[src/design/priority_state_store_top_assert.svh]
// Assertion macros for the priority state store.
// Used by the top level; no other dependencies.
`ifndef PRIORITY_STATE_STORE_TOP_ASSERT_SVH
`define PRIORITY_STATE_STORE_TOP_ASSERT_SVH
`ifndef SYNTHESIS
`define PSS_ASSERT(lbl, clk, rst_n, prop, msg) \
  lbl: assert property (@(posedge clk) disable iff (!rst_n) prop) else $error(msg);
`define PSS_ASSERT_IMP(lbl, clk, rst_n, a, b, msg) \
  lbl: assert property (@(posedge clk) disable iff (!rst_n) (a) |-> (b)) else $error(msg);
`else
`define PSS_ASSERT(lbl, clk, rst_n, prop, msg)
`define PSS_ASSERT_IMP(lbl, clk, rst_n, a, b, msg)
`endif
`endif

[src/design/pss_pkg.sv]
// Types and constants for the priority state store.
// No dependencies.
`timescale 1ns / 1ps
package pss_pkg;
  localparam logic [2:0] FUNC_ADD   = 3'd0;
  localparam logic [2:0] FUNC_FIND  = 3'd1;
  localparam logic [2:0] FUNC_FREEM = 3'd2;
  localparam logic [2:0] FUNC_FREEL = 3'd3;
  localparam logic [2:0] FUNC_CLEAR = 3'd4;

  localparam logic [2:0] ST_OK    = 3'd0;
  localparam logic [2:0] ST_NONE  = 3'd1;
  localparam logic [2:0] ST_AMBIG = 3'd2;
  localparam logic [2:0] ST_FULL  = 3'd3;
  localparam logic [2:0] ST_SHORT = 3'd4;

  localparam logic [15:0] LOCAL_PRIORITY = 16'hFFFF;
  localparam logic [15:0] MEM_RESET      = 16'd2048;
  localparam int          ID_BITS        = 160;

  typedef struct packed {
    logic [2:0]  func;
    logic [63:0] id_hi;
    logic [63:0] id_mid;
    logic [31:0] id_lo;
    logic [4:0]  id_len;
    logic [15:0] state_size;
    logic [15:0] priority_req;
  } in_word_t;

  typedef struct packed {
    logic [4:0]  match_count;
    logic [3:0]  match_slot;
    logic [15:0] memory_left;
    logic [2:0]  status;
  } out_word_t;

  // one stored entry
  typedef struct packed {
    logic [ID_BITS-1:0] key;
    logic [15:0]        bytes;
    logic [15:0]        retention;
  } entry_t;

  // command broadcast to every cell
  typedef struct packed {
    logic               load;    // store the new entry in the append cell
    logic               shift;   // take the right neighbour's entry
    logic               rot;     // circulate the ring one place
  } cell_ctl_t;
endpackage

[src/design/pss_cell.sv]
// One storage cell of the entry chain.
// Depends on pss_pkg.
`timescale 1ns / 1ps
module pss_cell
  import pss_pkg::*;
(
  input  logic      clk_i,
  input  cell_ctl_t ctl_i,
  input  logic      is_tail_i,   // this cell receives an add
  input  logic      shift_en_i,  // this cell lies at or after the freed slot
  input  entry_t    new_i,
  input  entry_t    next_i,
  output entry_t    ent_o
);
  entry_t ent_q;

  // load, compact or circulate
  always_ff @(posedge clk_i) begin
    if (ctl_i.load && is_tail_i) begin
      ent_q <= new_i;
    end else if (ctl_i.rot || (ctl_i.shift && shift_en_i)) begin
      ent_q <= next_i;
    end
  end

  assign ent_o = ent_q;
endmodule
[config.mk]
export PLATFORM = sky130hd
export DESIGN_NAME = pss_cell
export DESIGN_NICKNAME = d
export VERILOG_FILES = /design/src/design/priority_state_store_top_assert.svh /design/src/design/pss_pkg.sv /design/src/design/pss_cell.sv
export SDC_FILE = /design/constraint.sdc
export NUM_CORES = 1
export LEC_CHECK = 0
export BUFFER_PORTS_ARGS = -buffer_cell sky130_fd_sc_hd__buf_2
export CORE_AREA = 2 2 223 225
export CTS_CLUSTER_DIAMETER = 120
export DETAILED_ROUTE_END_ITERATION = 10
export DIE_AREA = 0 0 225 227
export GPL_TIMING_DRIVEN = 0
export PLACE_DENSITY = 0.49
export SLEW_MARGIN = 25
export SYNTH_ARGS = -nofsm -noshare
export SYNTH_HDL_FRONTEND = slang
export SYNTH_SLANG_ARGS = --single-unit
[constraint.sdc]
create_clock -name clk_i -period 7.1 [get_ports clk_i]
set_input_delay 1.065 -clock clk_i [delete_from_list [all_inputs] [get_ports clk_i]]
set_output_delay 1.065 -clock clk_i [all_outputs]
set_load 0.01 [all_outputs]
== Yosys cells after proc, flatten, opt, wreduce, memory -nomap -nowiden ==
Cells that the tools add are included.

* Multiplexer cells: 2
* Reductions and logical operators: 4

{| class="wikitable"
|+ Operators with widths
! operator !! number
|-
| $mux 192 || 2
|-
| $logic_and 1x1->1 || 2
|-
| $reduce_bool 2->1 || 1
|-
| $logic_or 1x1->1 || 1
|}

* Bits in registers: 192
* Bits of input ports: 390
* Output and inout port bits: 192
* Word-level logic and storage cells: 9

== Depth between registers and ports, before layout ==
Gate-level depths: netlist of the first run.

* Depth after elaboration: 4
* Mapped depth: 4
* Mapped depth without buffers: 2

== Worst setup path before layout of the first run ==
No wires, ideal clock.

* Path type: input port to flip-flop
* Start: input port ctl_i[2] (netlist name)
* End: register ent_q (netlist bit ent_o[0]), enable pin
* Setup time: 1.543 ns
* Data arrival time: 4.604 ns
* Required time: 5.557 ns
* Slack: 0.953 ns
* Stages on the path: 4
* Path buffers: 2
* Cell sequence: nand2_1 buf_6 buf_6 nand2_1

* Cells in the longest elaborated chain, start to end: 2

{| class="wikitable"
|+ RTL lines
! what !! line !! RTL
|-
| start: declaration || pss_cell.sv:8 || <nowiki>input cell_ctl_t ctl_i,</nowiki>
|-
| $logic_and 1x1->1 || pss_cell.sv:19 || <nowiki>if (ctl_i.load && is_tail_i) begin</nowiki>
|-
| $reduce_bool 2->1 (no line) || - ||
|-
| end signal: assignment || pss_cell.sv:20 || <nowiki>ent_q <= new_i;</nowiki>
|-
| end signal: assignment || pss_cell.sv:22 || <nowiki>ent_q <= next_i;</nowiki>
|-
| end: declaration || pss_cell.sv:15 || <nowiki>entry_t ent_q;</nowiki>
|}

No other way between the ends.
A chain may end at the register's enable or synchronous reset.

== Worst setup path after layout of the first run ==
* Start: input port ctl_i[2] (netlist name)
* End: register ent_q (netlist bit ent_o[90]), enable pin

Same word-level chain as after synthesis.

==> out/metrics.cfg, run 1 <==
[die]
start_util_pct=16.8
die_w_um=225
num_rows=81
die-height_um=227
die_area_um2=51100
ios=582
core_um2=48500

[sta]
layout_min_cycle_time_ns=2.47
slew_headroom_pct=75.3
rsz0062_at_grt=no
min_period_over_period_pct=34.8
final_hold_viol_count=0
drv_slew=0
setup_violations=0
worst_slew_pin_slew_ns=0.370
fmax_mhz=404
setup_slack_ns=4.63

[route]
wirelength_um=27600
drt-pass1-iter-count=4
ant_nets=0
drt_iter0_drc=193
vias_per_cell=3.63
drc=0
vias=5979
wl_per_cell_um=16.8

[worst_setup_path]
start_kind=primary input
endpoint=ent_o[90]
cp-startpoint=ctl_i[2]
path_depth=7
slowest_stage=buf_16
path_cells=buf_2, nand2_1, buf_6, buf_6, nand2_4, buf_16, buf_12
critPathBufInv=5
critPathMaxStageDelay_ns=0.30
path_max_fanout=50
path_delay_family=buffers and inverters
required_ns=7.25
cp-end-kind=flip-flop
path_class=in -> reg
crit_top_cell=buf_6
crit_arrival_ns=2.62

[yosys]
syn_nets=798
ys_seq_elements=192
ys_seq_area_share_pct=70.6
postSynthCellCount=408
ys_types=6
avgSynthCellArea_um2=20.0
synth.cell_area_um2=8160
synth_warnings=0

[power]
leakage_nw=5.48
internal-power_mw=2.22
power_frac_clock_pct=33.7
powerDensity_nw_per_um2=236
p_switching_mw=0.737
comb_power_share_pct=17.4
p_sw_share_pct=24.9
ir_worst_vdd_mv=0.124
seq_power_share_pct=48.9

[global_route]
first_global_vias=6315
overflow=0
gr-usage-met2_pct=18.5
antenna_found_initial=1
grt_max_degree=53
grt_pass1_wl_um=37500
grt-busiest-layer=met2
met1_usage_pct=10.4
grt.total_usage_pct=10.3
use_met3_pct=4.57

[placement]
hpwlAfterDp_um=22400
postPlaceCellArea_um2=12000
numPortBuffers=581
finalWeightedCongestion=0.816
pre_cts_ws_ns=4.07

[worst_hold_path]
hold_path_class=in -> reg

[clock_tree]
post_cts_buffers=0
tritoncts=built
htreeDepth=4
ctsHoldBuffers=0
clockRootBuffer=clkbuf_16
clkTransAtPathRegs_ns=0.07
clkSinkCount=192
cts_buffers=17
cts_resized=0
ctsLongestPathBuffers=2

[cells_and_area]
fin_nets=1402
finalInstanceArea_um2=12500
antenna_cells=0
num-fill-cells=5100
fin_util_pct=25.8
largest_reg_flops=192
drive_above_1_share_pct=80.7
area_growth_pct=53.6

[outcome]
status=finished, final reports clean

[job]
drv_cap=0

## power by group through the flow
stage | combinational (mW) | sequential (mW) | clock, mW
floorplan | 0.136 | 1.57 | 0
global placement | 0.518 | 1.49 | 0
detailed placement | 0.525 | 1.47 | 0
CTS | 0.527 | 1.45 | 1.05
global route | 0.555 | 1.46 | 1.09
finish | 0.514 | 1.45 | 0.997
## placed cells by master (no fill, tap or decap)
master      synthesis  layout
a21oi_1             1       1
buf_12              0       2
buf_16              0       2
buf_2               2     583
buf_6              19      19
bufinv_16           0       3
clkbuf_1            0       1
clkbuf_16           0      17
clkinv_1            0       3
clkinv_2            0       1
clkinvlp_4          0       2
edfxtp_1          192     192
inv_6               0       4
mux2_2            192     192
nand2_1             2       1
nand2_4             0       1
## synth_stat cells
library cell | count | area [um2]
a21oi_1 | 1 | 5.00
buf_2 | 2 | 10.0
mux2_2 | 192 | 2160
buf_6 | 19 | 214
edfxtp_1 | 192 | 5770
nand2_1 | 2 | 7.51
## layout make-up
| cell class | count | area (um2) | area share [%] |
|---|---|---|---|
| buffer | 21 | 224 | 1.79 |
| timing repair buffer | 585 | 3000 | 23.9 |
| clock inverter | 13 | 156 | 1.25 |
| sequential | 192 | 5770 | 46.0 |
| multi-input combinational | 195 | 2180 | 17.4 |
| clock buffer | 18 | 429 | 3.42 |
| tap | 622 | 778 | 6.21 |
## cell families after synthesis
logic type	Yosys count	synth area share, %
compound gates	1	0.0612
buf+inv	21	2.74
mux	192	26.5
simple gates	2	0.0920
flops	192	70.6
## worst min-delay path by stage
stage / start / endpoint / slack [ns] / cells after the start
finish: new_i[187] / ent_o[187] / 0.88 / 2
global route: new_i[187] / ent_o[187] / 0.84 / 2
CTS: new_i[149] / ent_o[149] / 0.82 / 2
detailed placement: next_i[161] / ent_o[161] / 1.37 / 2
global placement: next_i[51] / ent_o[51] / 1.37 / 2
floorplan: new_i[0] / ent_o[0] / 1.28 / 1
## through the flow
stage	setup TNS, ns	cells	power [mW]	hold slack [ns]
5_1_grt	0	1646	3.10	0.839
3_5_place_dp	0	1615	2.00	1.37
3_3_place_gp	-305.86	1611	2.01	1.37
6_report	0	1646	2.96	0.882
2_1_floorplan	0	408	1.70	1.28
4_1_cts	0	1646	3.02	0.820
## layer usage
metal | vias up | routed length, um
met2 | 360 | 14300
met3 | 24 | 2800
met4 | 0 | 484
met5 | - | 0
met1 | 2768 | 10000
li1 | 2827 | -
Power figures use the tool's default switching activity.
==> inputs of run 2 (changes only) <==
--- a/config.mk
+++ b/config.mk
@@ -6,10 +6,10 @@
 export NUM_CORES = 1
 export LEC_CHECK = 0
 export BUFFER_PORTS_ARGS = -buffer_cell sky130_fd_sc_hd__buf_2
-export CORE_AREA = 2 2 223 225
+export CORE_AREA = 2 2 228 230
 export CTS_CLUSTER_DIAMETER = 120
 export DETAILED_ROUTE_END_ITERATION = 10
-export DIE_AREA = 0 0 225 227
+export DIE_AREA = 0 0 230 232
 export GPL_TIMING_DRIVEN = 0
 export PLACE_DENSITY = 0.49
 export SLEW_MARGIN = 25
==> constraint.sdc (replaced) <==
create_clock -name clk_i -period 2 [get_ports clk_i]
set_input_delay 0.3 -clock clk_i [delete_from_list [all_inputs] [get_ports clk_i]]
set_output_delay 0.3 -clock clk_i [all_outputs]
set_load 0.01 [all_outputs]
==> out/metrics.cfg, run 2 (synthesis gave the netlist of run 1 again) <==
[outcome]
status=finished, final reports clean

[route]
vias_per_cell=3.51
ant_nets=0
drc=0
drt_iter0_drc=138
wirelength_um=27200
drt-pass1-iter-count=4
vias=5986
wl_per_cell_um=16.0

[worst_setup_path]
slowest_stage=buf_16
path_max_fanout=78
critPathMaxStageDelay_ns=0.32
required_ns=2.11
cp-end-kind=flip-flop
crit_top_cell=buf_6
path_class=in -> reg
path_cells=buf_2, nand2_1, buf_6, buf_6, nand2_8, buf_16
start_kind=primary input
crit_arrival_ns=1.74

[cells_and_area]
num-fill-cells=5377
largest_reg_flops=192
antenna_cells=0
final_common_cell=buf_2
seq_area_um2=5770
fin_nets=1400
area_growth_pct=54.1
fin_util_pct=24.7
multi_input_area_um2=2190
drive_above_1_share_pct=80.5
layout_common_cells=buf_2 (583), mux2_2 (192), edfxtp_1 (192), buf_6 (19), clkbuf_16 (17)

[global_route]
grt_max_degree=84
antenna_found_initial=1
overflow=0
grt.total_usage_pct=9.92
first_global_vias=6253
grt_pass1_wl_um=38200

[sta]
setup_slack_ns=0.364
fmax_mhz=611
worst_slew_pin_slew_ns=0.526
min_period_over_period_pct=81.8
whs_ns=0.120
drv_slew=0
final_hold_viol_count=0
rsz0062_at_grt=no
setup_violations=0
finalSetupTns_ns=0
layout_min_cycle_time_ns=1.64
slew_headroom_pct=65.0

[die]
ios=582
num_rows=83
die_area_um2=53400
die-height_um=232
start_util_pct=16.0
die_w_um=230
core_um2=50900

[power]
comb_power_share_pct=17.2
leakage_nw=5.46
power_frac_clock_pct=34.0
p_sw_share_pct=25.0
powerDensity_nw_per_um2=835
internal-power_mw=7.88
p_switching_mw=2.63
seq_power_share_pct=48.9
ir_worst_vdd_mv=0.450
power_mw=10.5

[job]
drv_cap=0

[worst_hold_path]
min_to=ent_o[133]
hold_depth=2
min_from=new_i[133]
hold_path_class=in -> reg

[clock_tree]
ctsLongestPathBuffers=2
htreeDepth=4
clkSinkCount=192
clockRootBuffer=clkbuf_16
clkTransAtPathRegs_ns=0.07
cts_buffers=17
ctsHoldBuffers=0
cts_resized=0
tritoncts=built
post_cts_buffers=0

[placement]
pre_cts_ws_ns=-0.185
hpwlAfterDp_um=21900
numPortBuffers=581
finalWeightedCongestion=0.797

-- run 2: metal layers --
metal | vias up | global-route usage (%) | part of all wire, %
met3 | 30 | 3.38 | 7.5
met1 | 2839 | 11.2 | 39
met2 | 296 | 16.9 | 51
li1 | 2821 | - | -
met4 | 0 | 4.64 | 2.1
met5 | - | 0 | 0
-- run 2: layout make-up --
cell class                 instances  area share [%]
timing repair buffer             583            23.5
multi-input combinational        195            17.4
tap                              680            6.76
clock inverter                    13            1.25
buffer                            21            1.78
sequential                       192            45.8
clock buffer                      19            3.44
-- run 2: metrics by stage --
| stage | instance area [um2] | cells |
|---|---|---|
| after floorplan | 8180 | 408 |
| after global placement | 11900 | 1669 |
| after detailed placement | 12000 | 1671 |
| after CTS | 12600 | 1703 |
| after global routing | 12600 | 1703 |
| final | 12600 | 1703 |
-- run 2: worst max-delay path by stage --
| stage | start | to |
|---|---|---|
| after floorplan | ctl_i[2] | ent_o[0] |
| after global placement | ctl_i[2] | ent_o[34] |
| after detailed placement | ctl_i[2] | ent_o[115] |
| final | ctl_i[2] | ent_o[32] |
| after CTS | ctl_i[2] | ent_o[112] |
| after global routing | ctl_i[2] | ent_o[97] |
-- run 2: power by group through the flow --
stage	Clock, mW	Combinational, mW	Sequential [mW]
floorplan	0	0.489	5.51
global placement	0	1.82	5.23
detailed placement	0	1.84	5.23
CTS	3.75	1.85	5.15
global route	3.87	1.96	5.19
finish	3.57	1.80	5.14
-- run 2: critical path: cells and delay by family --
kind                   cells  cell delay, ns
buffers and inverters      4            0.81
AND/OR/NAND/NOR            2            0.44
==> inputs of run 3 (changes only) <==
==> constraint.sdc (replaced) <==
create_clock -name clk_i -period 1.5 [get_ports clk_i]
set_input_delay 0.225 -clock clk_i [delete_from_list [all_inputs] [get_ports clk_i]]
set_output_delay 0.225 -clock clk_i [all_outputs]
set_load 0.01 [all_outputs]
==> out/metrics.cfg, run 3 (synthesis gave the netlist of run 1 again) <==
[route]
ant_nets=0
drt_iter0_drc=298
vias_per_cell=3.60
vias=7027
drc=0
wirelength_um=31900
wl_per_cell_um=16.3
drt-pass1-iter-count=6

[worst_setup_path]
critPathBufInv=3
path_class=in -> reg
path_cells=dlygate4sd3_1, buf_2, mux2_2, dlygate4sd3_1
crit_arrival_ns=1.73
path_max_fanout=1
path_delay_family=buffers and inverters
critPathMaxStageDelay_ns=0.58
start_kind=primary input
required_ns=1.73
cp-end-kind=flip-flop
slowest_stage=dlygate4sd3_1
crit_top_cell=dlygate4sd3_1

[die]
die_area_um2=53400
core_um2=50900
ios=582
die_w_um=230
start_util_pct=16.0
die-height_um=232
num_rows=83

[placement]
numPortBuffers=581
pre_cts_ws_ns=-0.346
hpwlAfterDp_um=23900
dp.cells=1671
finalWeightedCongestion=0.809

[clock_tree]
tritoncts=built
cts_buffers=17
clkTransAtPathRegs_ns=0.07
clkSinkCount=192
clockRootBuffer=clkbuf_16
post_cts_buffers=0
htreeDepth=4
ctsLongestPathBuffers=2

[job]
drv_cap=0

[cells_and_area]
largest_reg_flops=192
multi_input_area_um2=2210
drive_above_1_share_pct=65.6
fin_cells=1950
area_growth_pct=84.4
layout_common_cells=buf_2 (583), dlygate4sd3_1 (242), mux2_2 (192), edfxtp_1 (192), clkbuf_16 (17)
seq_area_um2=5770
fin_nets=1642
num-fill-cells=5157
final_common_cell=buf_2

[power]
comb_power_share_pct=20.9
leakage_nw=6.48
p_sw_share_pct=26.1
seq_power_share_pct=47.3
ir_worst_vdd_mv=0.596
p_switching_mw=3.78
powerDensity_nw_per_um2=962
internal-power_mw=10.7
power_frac_clock_pct=31.8

[sta]
slew_headroom_pct=65.8
fmax_mhz=663
setup_slack_ns=-0.00747
drv_slew=0
layout_min_cycle_time_ns=1.51
setup_violations=1
min_period_over_period_pct=100
whs_ns=0.0543
final_hold_viol_count=0
worst_slew_pin_slew_ns=0.513

[worst_hold_path]
hold_path_class=in -> reg

[global_route]
first_global_vias=7589
grt_pass1_wl_um=44300
antenna_found_initial=9
overflow=0
grt_max_degree=86
grt.total_usage_pct=11.6

[outcome]
violations=setup timing
status=complete, but fails checks

run 3: path summary, 6_finish.rpt:
kind | slack, ns | end | cells after the start | start
max | -0.007 | ent_o[182] | 4 | next_i[182]
min | 0.05 | ent_o[2] | 2 | new_i[2]
run 3: metal layers:
layer	global-route usage, %	vias up	part of all wire [%]
met2	21.2	368	52
met5	0	-	0.085
met4	5.46	4	2.8
li1	-	3311	-
met3	4.64	44	8.8
met1	11.4	3300	36
run 3: power by group through the flow:
stage / sequential [mW] / clock (mW) / combinational [mW]
after floorplan: 7.35 / 0 / 0.658
after global placement: 6.97 / 0 / 2.45
after detailed placement: 6.98 / 0 / 2.47
after CTS: 6.87 / 4.83 / 3.04
after global routing: 6.92 / 4.95 / 3.25
final: 6.86 / 4.61 / 3.02
run 3: what timing repair did:
action	in CTS	in global routing
setup endpoints to repair	0	34
hold buffers	242	0
hold endpoints to repair	141	0
resized for setup	0	6
run 3: area by class of cell:
type / instances / area share, %
Sequential cell: 192 / 38.3
Antenna cell: 5 / 0.0831
Buffer: 21 / 1.70
Tap cell: 680 / 5.65
Timing Repair Buffer: 825 / 35.8
Clock buffer: 17 / 2.83
Clock inverter: 15 / 0.981
Multi-Input combinational cell: 195 / 14.7
run 3: through the flow:
step                      setup TNS (ns)  power (mW)  instance area, um2  util [%]
final                           -0.00747        14.5               15100      29.6
after global routing            -0.00173        15.1               15000      29.6
after CTS                              0        14.7               15000      29.5
after detailed placement          -54.72        9.45               12000      23.6
after global placement           -163.05        9.42               12000      23.5
after floorplan                   -38.59        8.01                8210         -
